## config.mk

```make
export PLATFORM = sky130hd
export DESIGN_NAME = half_single_float_convert_top_flat
export DESIGN_NICKNAME = d
export VERILOG_FILES = /design/src/rtl/hsfc_pkg.sv /design/src/rtl/hsfc_if.sv /design/src/rtl/half_single_float_convert_top.sv /design/src/rtl/hsfc_core.sv /design/src/flat_wrapper.sv
export SDC_FILE = /design/constraint.sdc
export NUM_CORES = 1
export LEC_CHECK = 0
export BUFFER_PORTS_ARGS = -buffer_cell sky130_fd_sc_hd__clkbuf_2
export CORE_AREA = 2 2 117 119
export DETAILED_ROUTE_END_ITERATION = 12
export DIE_AREA = 0 0 119 121
export GPL_ROUTABILITY_DRIVEN = 0
export MAX_ROUTING_LAYER = met4
export PLACE_DENSITY = 0.63
export SETUP_SLACK_MARGIN = 0.2
export SLEW_MARGIN = 10
export SYNTH_ARGS = -nofsm -noshare
export SYNTH_HDL_FRONTEND = slang
export SYNTH_HIERARCHICAL = 1
export SYNTH_SLANG_ARGS = --single-unit
```

## constraint.sdc

```tcl
create_clock -name clk -period 3.6 [get_ports clk]
set_clock_uncertainty 0.2 [all_clocks]
set_input_delay 0.36 -clock clk [delete_from_list [all_inputs] [get_ports clk]]
set_output_delay 0.36 -clock clk [all_outputs]
set_load 0.02 [all_outputs]
```

## src/rtl/hsfc_pkg.sv

```systemverilog
// hsfc_pkg: types and constants for the half/single float converter
// no dependencies
package hsfc_pkg;

    localparam logic MODE_H2S = 1'b0;
    localparam logic MODE_S2H = 1'b1;

    localparam logic [31:0] SGL_QNAN = 32'h7fc0_0000;
    localparam logic [31:0] SGL_INF  = 32'h7f80_0000;
    localparam logic [15:0] HLF_QNAN = 16'h7e00;
    localparam logic [15:0] HLF_INF  = 16'h7c00;
    localparam logic [7:0]  EXP_REBIAS = 8'h70;
    localparam logic [7:0]  EXP_SUB_BASE = 8'h67;
    localparam logic [7:0]  EXP_OVF = 8'h8f;
    localparam logic [7:0]  EXP_NORM_MIN = 8'h71;
    localparam logic [7:0]  EXP_SHIFT_BASE = 8'h7e;

    typedef struct packed {
        logic        mode;
        logic [31:0] operand;
    } hsfc_in_t;

    typedef struct packed {
        logic [31:0] result;
        logic        precision_lost;
    } hsfc_out_t;

endpackage

```

## src/rtl/hsfc_if.sv

```systemverilog
// hsfc_if: valid/ready channel carrying one word of payload
// depends on nothing; payload type given as a parameter
interface hsfc_if #(parameter type payload_t = logic);
    logic     valid;
    logic     ready;
    payload_t data;

    modport source (output valid, output data, input ready);
    modport sink (input valid, input data, output ready);
endinterface

```

## src/rtl/half_single_float_convert_top.sv

```systemverilog
// throughput: one word per cycle while out_ch.ready is high, set by the input and result registers
// rst_n asynchronous active low clears both valid flags; payload is not reset
// hsfc top: input register, conversion logic, result register
// depends on hsfc_pkg, hsfc_if, hsfc_core
module half_single_float_convert_top
    import hsfc_pkg::*;
(
    input  logic clk,
    input  logic rst_n,
    hsfc_if.sink   in_ch,
    hsfc_if.source out_ch
);

    hsfc_in_t  in_reg;
    logic      in_vld_reg;
    hsfc_out_t res_reg;
    logic      res_vld_reg;
    hsfc_out_t conv;
    logic      adv;

    assign adv = !res_vld_reg || out_ch.ready;
    assign in_ch.ready = !in_vld_reg || adv;
    assign out_ch.valid = res_vld_reg;
    assign out_ch.data = res_reg;

    hsfc_core u_core (.in_word(in_reg), .out_word(conv));

    always_ff @(posedge clk or negedge rst_n)
    begin
        if (!rst_n)
        begin
            in_vld_reg <= 1'b0;
            res_vld_reg <= 1'b0;
        end
        else
        begin
            if (adv)
            begin
                res_vld_reg <= in_vld_reg;
            end
            if (in_ch.ready)
            begin
                in_vld_reg <= in_ch.valid;
            end
        end
    end

    always_ff @(posedge clk)
    begin
        if (adv && in_vld_reg)
        begin
            res_reg <= conv;
        end
        if (in_ch.ready && in_ch.valid)
        begin
            in_reg <= in_ch.data;
        end
    end

endmodule

```

## src/rtl/hsfc_core.sv

```systemverilog
// hsfc_core: combinational conversion of one word in either direction
// depends on hsfc_pkg
module hsfc_core
    import hsfc_pkg::*;
(
    input  hsfc_in_t  in_word,
    output hsfc_out_t out_word
);

    logic [31:0] h2s;
    logic [15:0] s2h;
    logic        lost;

    always_comb
    begin
        logic        hs;
        logic [4:0]  he;
        logic [9:0]  hf;
        logic [3:0]  lead;
        logic [22:0] nf;
        logic        ss;
        logic [7:0]  se;
        logic [22:0] sf;
        logic [4:0]  sh;
        logic [23:0] mant;
        logic [23:0] mask;
        logic [7:0]  ediff;

        hs = in_word.operand[15];
        he = in_word.operand[14:10];
        hf = in_word.operand[9:0];
        lead = 4'd0;
        for (int i = 1; i <= 9; i++)
        begin
            if (hf[i])
            begin
                lead = 4'(i);
            end
        end
        nf = 23'({hf, 13'd0} << (5'd10 - {1'b0, lead}));
        if (he == 5'h1f)
        begin
            h2s = {hs, 31'd0} | ((hf != 10'd0) ? SGL_QNAN : SGL_INF);
        end
        else if (he != 5'd0)
        begin
            h2s = {hs, 8'({3'd0, he} + EXP_REBIAS), hf, 13'd0};
        end
        else if (hf == 10'd0)
        begin
            h2s = {hs, 31'd0};
        end
        else
        begin
            h2s = {hs, 8'(EXP_SUB_BASE + {4'd0, lead}), nf};
        end

        ss = in_word.operand[31];
        se = in_word.operand[30:23];
        sf = in_word.operand[22:0];
        ediff = EXP_SHIFT_BASE - se;
        sh = ediff[4:0];
        mant = {1'b1, sf} >> sh;
        mask = (24'd1 << sh) - 24'd1;
        lost = 1'b0;
        if (se == 8'hff)
        begin
            s2h = {ss, 15'd0} | ((sf != 23'd0) ? HLF_QNAN : HLF_INF);
        end
        else if (se >= EXP_OVF)
        begin
            lost = 1'b1;
            s2h = {ss, 15'd0} | HLF_INF;
        end
        else if (se >= EXP_NORM_MIN)
        begin
            lost = (sf[12:0] != 13'd0);
            s2h = {ss, 5'(se - EXP_REBIAS), sf[22:13]};
        end
        else if (se >= EXP_SUB_BASE)
        begin
            lost = (({1'b0, sf} & mask) != 24'd0);
            s2h = {ss, mant[14:0]};
        end
        else
        begin
            lost = (se != 8'd0) || (sf != 23'd0);
            s2h = {ss, 15'd0};
        end
    end

    always_comb
    begin
        if (in_word.mode == MODE_S2H)
        begin
            out_word.result = {16'd0, s2h};
            out_word.precision_lost = lost;
        end
        else
        begin
            out_word.result = h2s;
            out_word.precision_lost = 1'b0;
        end
    end

endmodule

```

## src/flat_wrapper.sv

```systemverilog
// flat-port wrapper written by rule: the top's interface ports become plain ports
module half_single_float_convert_top_flat import hsfc_pkg::*;
  (clk, rst_n, in_ch_valid, in_ch_data, in_ch_ready, out_ch_valid, out_ch_data, out_ch_ready);
  hsfc_if #(.payload_t(hsfc_in_t)) in_ch_i ();
  hsfc_if #(.payload_t(hsfc_out_t)) out_ch_i ();
  input  logic clk;
  input  logic rst_n;
  input wire logic [$bits(in_ch_i.valid)-1:0] in_ch_valid;
  input wire logic [$bits(in_ch_i.data)-1:0] in_ch_data;
  output wire logic [$bits(in_ch_i.ready)-1:0] in_ch_ready;
  output wire logic [$bits(out_ch_i.valid)-1:0] out_ch_valid;
  output wire logic [$bits(out_ch_i.data)-1:0] out_ch_data;
  input wire logic [$bits(out_ch_i.ready)-1:0] out_ch_ready;
  assign in_ch_i.valid = in_ch_valid;
  assign in_ch_i.data = in_ch_data;
  assign in_ch_ready = in_ch_i.ready;
  assign out_ch_valid = out_ch_i.valid;
  assign out_ch_data = out_ch_i.data;
  assign out_ch_i.ready = out_ch_ready;
  half_single_float_convert_top u_core (.clk(clk), .rst_n(rst_n), .in_ch(in_ch_i), .out_ch(out_ch_i));
endmodule
```

== After elaboration in Yosys (flattened, before gate mapping) ==
Cells that the tools add are included.

* Flip-flop bits (word level): 68
* Output and inout bits: 35
* Word-level logic and storage cells: 63

* $add $sub $neg: 6
* Order comparisons: 3
* Equal/unequal tests: 2
* Shift-type cells: 3
* Muxes and demuxes: 23
* Bitwise operators: 4
* Reduce and logical (&&, ||, !) cells: 15

{| class="wikitable"
|+ Operators with widths
! cell !! number
|-
| $mux W31 || 2
|-
| $mux W15 || 3
|-
| $mux W32 || 1
|-
| $or A32 B31 Y32 || 1
|-
| $and A23 B24 Y24 || 1
|-
| $mux W4 || 6
|-
| $reduce_bool A24 Y1 || 1
|-
| $shl A1 B5 Y24 const A || 1
|-
| $shr A24 B5 Y15 || 1
|-
| $sub A24 B1 Y24 const B || 1
|-
| $mux W23 || 1
|-
| $reduce_bool A23 Y1 || 1
|-
| $shl A23 B5 Y23 || 1
|-
| $mux W17 || 1
|-
| $ge A8 B7 Y1 const B || 2
|-
| $mux W16 || 1
|-
| $or A16 B15 Y16 || 1
|-
| $reduce_bool A13 Y1 || 1
|-
| $logic_not A10 Y1 || 1
|-
| $mux W10 || 1
|-
| $reduce_bool A10 Y1 || 1
|-
| $add A5 B7 Y8 const B || 1
|-
| $add A7 B4 Y8 const A || 1
|-
| $eq A8 B8 Y1 const B || 1
|-
| 14 further kinds || 23
|}

== Depth between registers and ports, before layout ==
* Depth after elaboration: 15
* Gate-level depth with buffers: 16

== Cells and area by module ==
Netlist, hierarchy kept.

{| class="wikitable"
|+ By module, submodules not included
! module !! times used !! cells each !! area an instance (um2)
|-
| hsfc_core || 1 || 531 || 3442.1
|-
| half_single_float_convert_top || 1 || 74 || 2085.8
|}

== Least setup slack after synthesis ==
OpenSTA, ideal clock, no wires.

* Path type: register to register
* Start point: register u_core/in_reg[23] (netlist name)
* End point: register u_core.res_reg (netlist bit u_core/out_ch.data[0]), data pin
* Data arrival time: 3.482 ns
* Data required time: 3.130 ns
* Setup slack: -0.352 ns
* Stages on the path, launching flop included: 17
* Path buffers: 4
* Period minus slack after synthesis: 3.952 ns
* Path through: edfxtp_1 buf_4 buf_1 inv_2 ha_1 clkbuf_1 clkbuf_1 nand3_1 ha_1 nor3b_1 or3_1 a41oi_1 o2bb2ai_1 a32oi_1 nand4_1 a2111oi_2 a31oi_1

* Word-level cells in the longest chain between the ends: 8
* Elaborated cells between the ends (all ways): 15
* Those cells by class: 2 x add/sub; 3 x order compare; 1 x eq/ne; 1 x shift; 3 x mux; 1 x bitwise; 4 x reduce/logical

{| class="wikitable"
|+ Ends and longest elaborated chain
! what !! line !! source
|-
| start: declaration || half_single_float_convert_top.sv:14 || <nowiki>hsfc_in_t in_reg;</nowiki>
|-
| start signal: assignment || half_single_float_convert_top.sv:56 || <nowiki>in_reg <= in_ch.data;</nowiki>
|-
| $sub A5 B5 Y5 || hsfc_core.sv:61 || <nowiki>ediff = EXP_SHIFT_BASE - se;</nowiki>
|-
| $shl A1 B5 Y24 || hsfc_core.sv:64 || <nowiki>mask = (24'd1 << sh) - 24'd1;</nowiki>
|-
| $sub A24 B1 Y24 || hsfc_core.sv:64 ||
|-
| $and A23 B24 Y24 || hsfc_core.sv:82 || <nowiki>lost = (({1'b0, sf} & mask) != 24'd0);</nowiki>
|-
| $reduce_bool A24 Y1 || hsfc_core.sv:82 ||
|-
| $mux W1 || hsfc_core.sv:80 || <nowiki>else if (se >= EXP_SUB_BASE)</nowiki>
|-
| $mux W1 || hsfc_core.sv:75 || <nowiki>else if (se >= EXP_NORM_MIN)</nowiki>
|-
| $mux W1 || hsfc_core.sv:70 || <nowiki>else if (se >= EXP_OVF)</nowiki>
|-
| end signal: assignment || half_single_float_convert_top.sv:52 || <nowiki>res_reg <= conv;</nowiki>
|-
| end: declaration || half_single_float_convert_top.sv:16 || <nowiki>hsfc_out_t res_reg;</nowiki>
|}

Parallel ways exist; a longest one is shown, timed or not.
A chain may end at the register's enable or synchronous reset.

== Final worst setup path ==
Same ends and word-level chain as after synthesis.

==> metrics.txt <==
status=completed; commonest cells after routing, fill and taps aside=71 x clkbuf_2, 66 x edfxtp_1, 64 x nand2_1; Post-Syn Nets=652; die area=14,400 um2; commonest non-fill, non-tap cell in the layout=clkbuf_2; critical path endpoint category=flip-flop; r2r startpoint=u_core/in_reg[23]; Final Cell Area=7010 um2; core area=13,100 um2; Post-Place Cells=848; worst hold path type=in2reg; share of cells above drive strength 1=26.0%; hold_ws=0.0276 ns; distinct cell type count after synthesis=79; synthesized area=5530 um2; Synth Warn #=6; FF-to-FF setup slack=0.25 ns; CP most frequent cell=or4_4; Crit. Startpoint=u_core/in_reg[23]; Reg clk slew, reported paths=0.06 ns; TritonCTS clock tree=yes; gr ovfl total=0; clock sinks=68; area of the multi-input gates=3270 um2; Max Slew Vio Count=0; r2r endpoint=u_core/out_ch.data[0]; Yosys top cell area share=35.9%; Longest Clk Path Bufs=2; CP max stage cell=or4_4; Vias=5,642; Combinational Power Share=30.0%; die height=121 um; worst reg-to-reg path cell count=11; Cell Rows=42; initial antenna violation count=0; crit path kind=reg2reg; Starting Density=42.2%; Finished Layout Cells=903; crit-path max FO=10; WL per Instance=19.6 um; static leakage=2.68 nW; Top FF cell, synth=edfxtp_1; post-layout min period=3.35 ns; vias in the first global route=5,391; hold path depth=2; I/O pins=72; Antenna Nets Post-Route=0; RSZ-0062 raised after global routing=yes; synthesis-to-finish area growth=26.8%; Setup crit end=u_core/out_ch.data[0]; Syn Inst Count=605; CP max stage delay=0.59 ns; H-tree Lvls=3; Post-DP Area=6270 um2; Arr. time, crit path=3.23 ns; Tot GR Track Use=25.6%; sequential share of power=37.8%; maxcap violations=0; Ant. Diodes=0; Synth area leader=edfxtp_1; Worst slew margin=38.7%; final hold viol count=0; Num CTS Buffers=9; Core Util, Final=53.5%; Finish-stage setup viols=0; power per cell area=381 nW/um2; FILL cells=1,195; switch share=32.2%; maximum VDD drop=0.329 mV; nets=769; number of synthesized flops with an enable pin=66; initial detailed-routing violation count=734; Int Pwr=0.00181 W; HPWL after detailed placement=12,700 um; Worst-Margin Slew=0.913 ns; total wire length=17,700 um; # DRC=0; largest net degree at the start of global routing=34; asr flop ratio synth=2.94%; first-pass GRT wire length=28,000 um; switching power=0.000860 W; Synth area leaders=edfxtp_1 36%, mux4_2 6.9%, nand2_1 4.4%; Clk pwr share=32.2%; f_max=0.298 GHz; DR pass1 iterations=6; Startpoint Class=flip-flop; Vias/cell=6.25; register area=2030 um2; average size of a mapped cell=9.14 um2; count of input and output buffers=71; Worst-Skew Late Latency=0.35 ns; final setup TNS=0 ns; WP data required=3.48 ns; part of the cycle the worst path needs=93.1%; synthesis-stage register bit count=68; Cell Chain, Critical Path=buf_6 -> inv_4 -> ha_2 -> or4_4 -> nand2_4 -> a2bb2oi_2 -> and2_4 -> or4_4 -> xor2_1 -> a2111oi_2 -> a31oi_1; share of the yosys chip area belonging to registers=36.8%; Clock Tree Root=clkbuf_16; chip width=119 um
==> layer usage <==
| layer | vias to the layer above | wire length [um] | GRT usage (%) |
|---|---|---|---|
| li1 | 2546 | - | - |
| met1 | 2583 | 7190 | 33.2 |
| met3 | 81 | 2030 | 5.12 |
| met4 | 0 | 663 | 12.3 |
| met5 | - | 0 | - |
| met2 | 432 | 7860 | 38.5 |
==> area by class of cell <==
cell class	count	area share [%]
Multi-Input combinational cell	464	46.7
Sequential cell	68	29.0
Clock buffer	11	3.32
Clock inverter	5	0.750
Tap cell	176	3.14
Timing Repair Buffer	159	16.0
Inverter	20	1.11
==> worst min-delay path by stage <==
stage / end / from / slack (ns)
floorplan: u_core/in_vld_reg / rst_n / -0.14
global placement: u_core/out_ch.valid / rst_n / -0.05
detailed placement: u_core/out_ch.valid / rst_n / -0.05
CTS: u_core/in_vld_reg / in_ch_valid / 0.03
global route: u_core/in_vld_reg / in_ch_valid / 0.04
finish: u_core/in_vld_reg / in_ch_valid / 0.03
==> worst max-delay path: cells and delay by family, from the launching register on <==
family                   cells  cell delay (ns)
AO/OA/AOI/OAI                3             0.50
XOR/XNOR                     1             0.17
adder cells (fa/ha/maj)      1             0.20
buffers and inverters        2             0.24
flip-flops                   1             0.37
AND/OR/NAND/NOR              4             1.40
==> cells in the mapped netlist, drive strengths merged, types with 9 or more instances <==
master and count:
and2 9, nand2b 10, inv 19, o21ai 49, mux2i 17, clkbuf 41, buf 12, mux4 17
a31oi 11, nor2b 9, nor2 39, nand2 66, a21oi 35, nand3 24, a22oi 10, o22ai 9
nor3 18, ha 10, edfxtp 66
==> repair_timing <==
item / CTS / global route
endpoints found under the setup margin: 0 / 6
hold buffers: 34 / 0
endpoints found under the hold margin: 35 / 0
buffers inserted: 0 / 4
resized for setup: 0 / 23
==> cell families (layout without fill, tap and decap cells) <==
logic type / after synthesis / after routing / share of synthesized area, %
AND/OR/NAND/NOR: 216 / 216 / 20.1
AO/OA/AOI/OAI: 186 / 186 / 22.4
buffers and inverters: 73 / 195 / 5.48
flip-flops: 68 / 68 / 36.8
multiplexers: 38 / 38 / 10.8
XOR/XNOR: 14 / 14 / 2.22
adder cells (fa/ha/maj): 10 / 10 / 2.26
==> per-stage QoR <==
| stage | setup WS (ns) | power (W) |
|---|---|---|
| global placement | 0.295 | 0.00174 |
| floorplan | 0.114 | 0.00151 |
| CTS | 0.215 | 0.00264 |
| global route | 0.158 | 0.00278 |
| detailed placement | 0.225 | 0.00175 |
| finish | 0.248 | 0.00267 |
==> power by group through the flow <==
stage	combinational (W)	clock, W	sequential, W
finish	0.000802	0.000861	0.00101
floorplan	0.000484	0	0.00103
global placement	0.000721	0	0.00102
CTS	0.000762	0.000874	0.00101
global route	0.000861	0.000908	0.00101
detailed placement	0.000729	0	0.00102
Power figures use the tool's default switching activity.
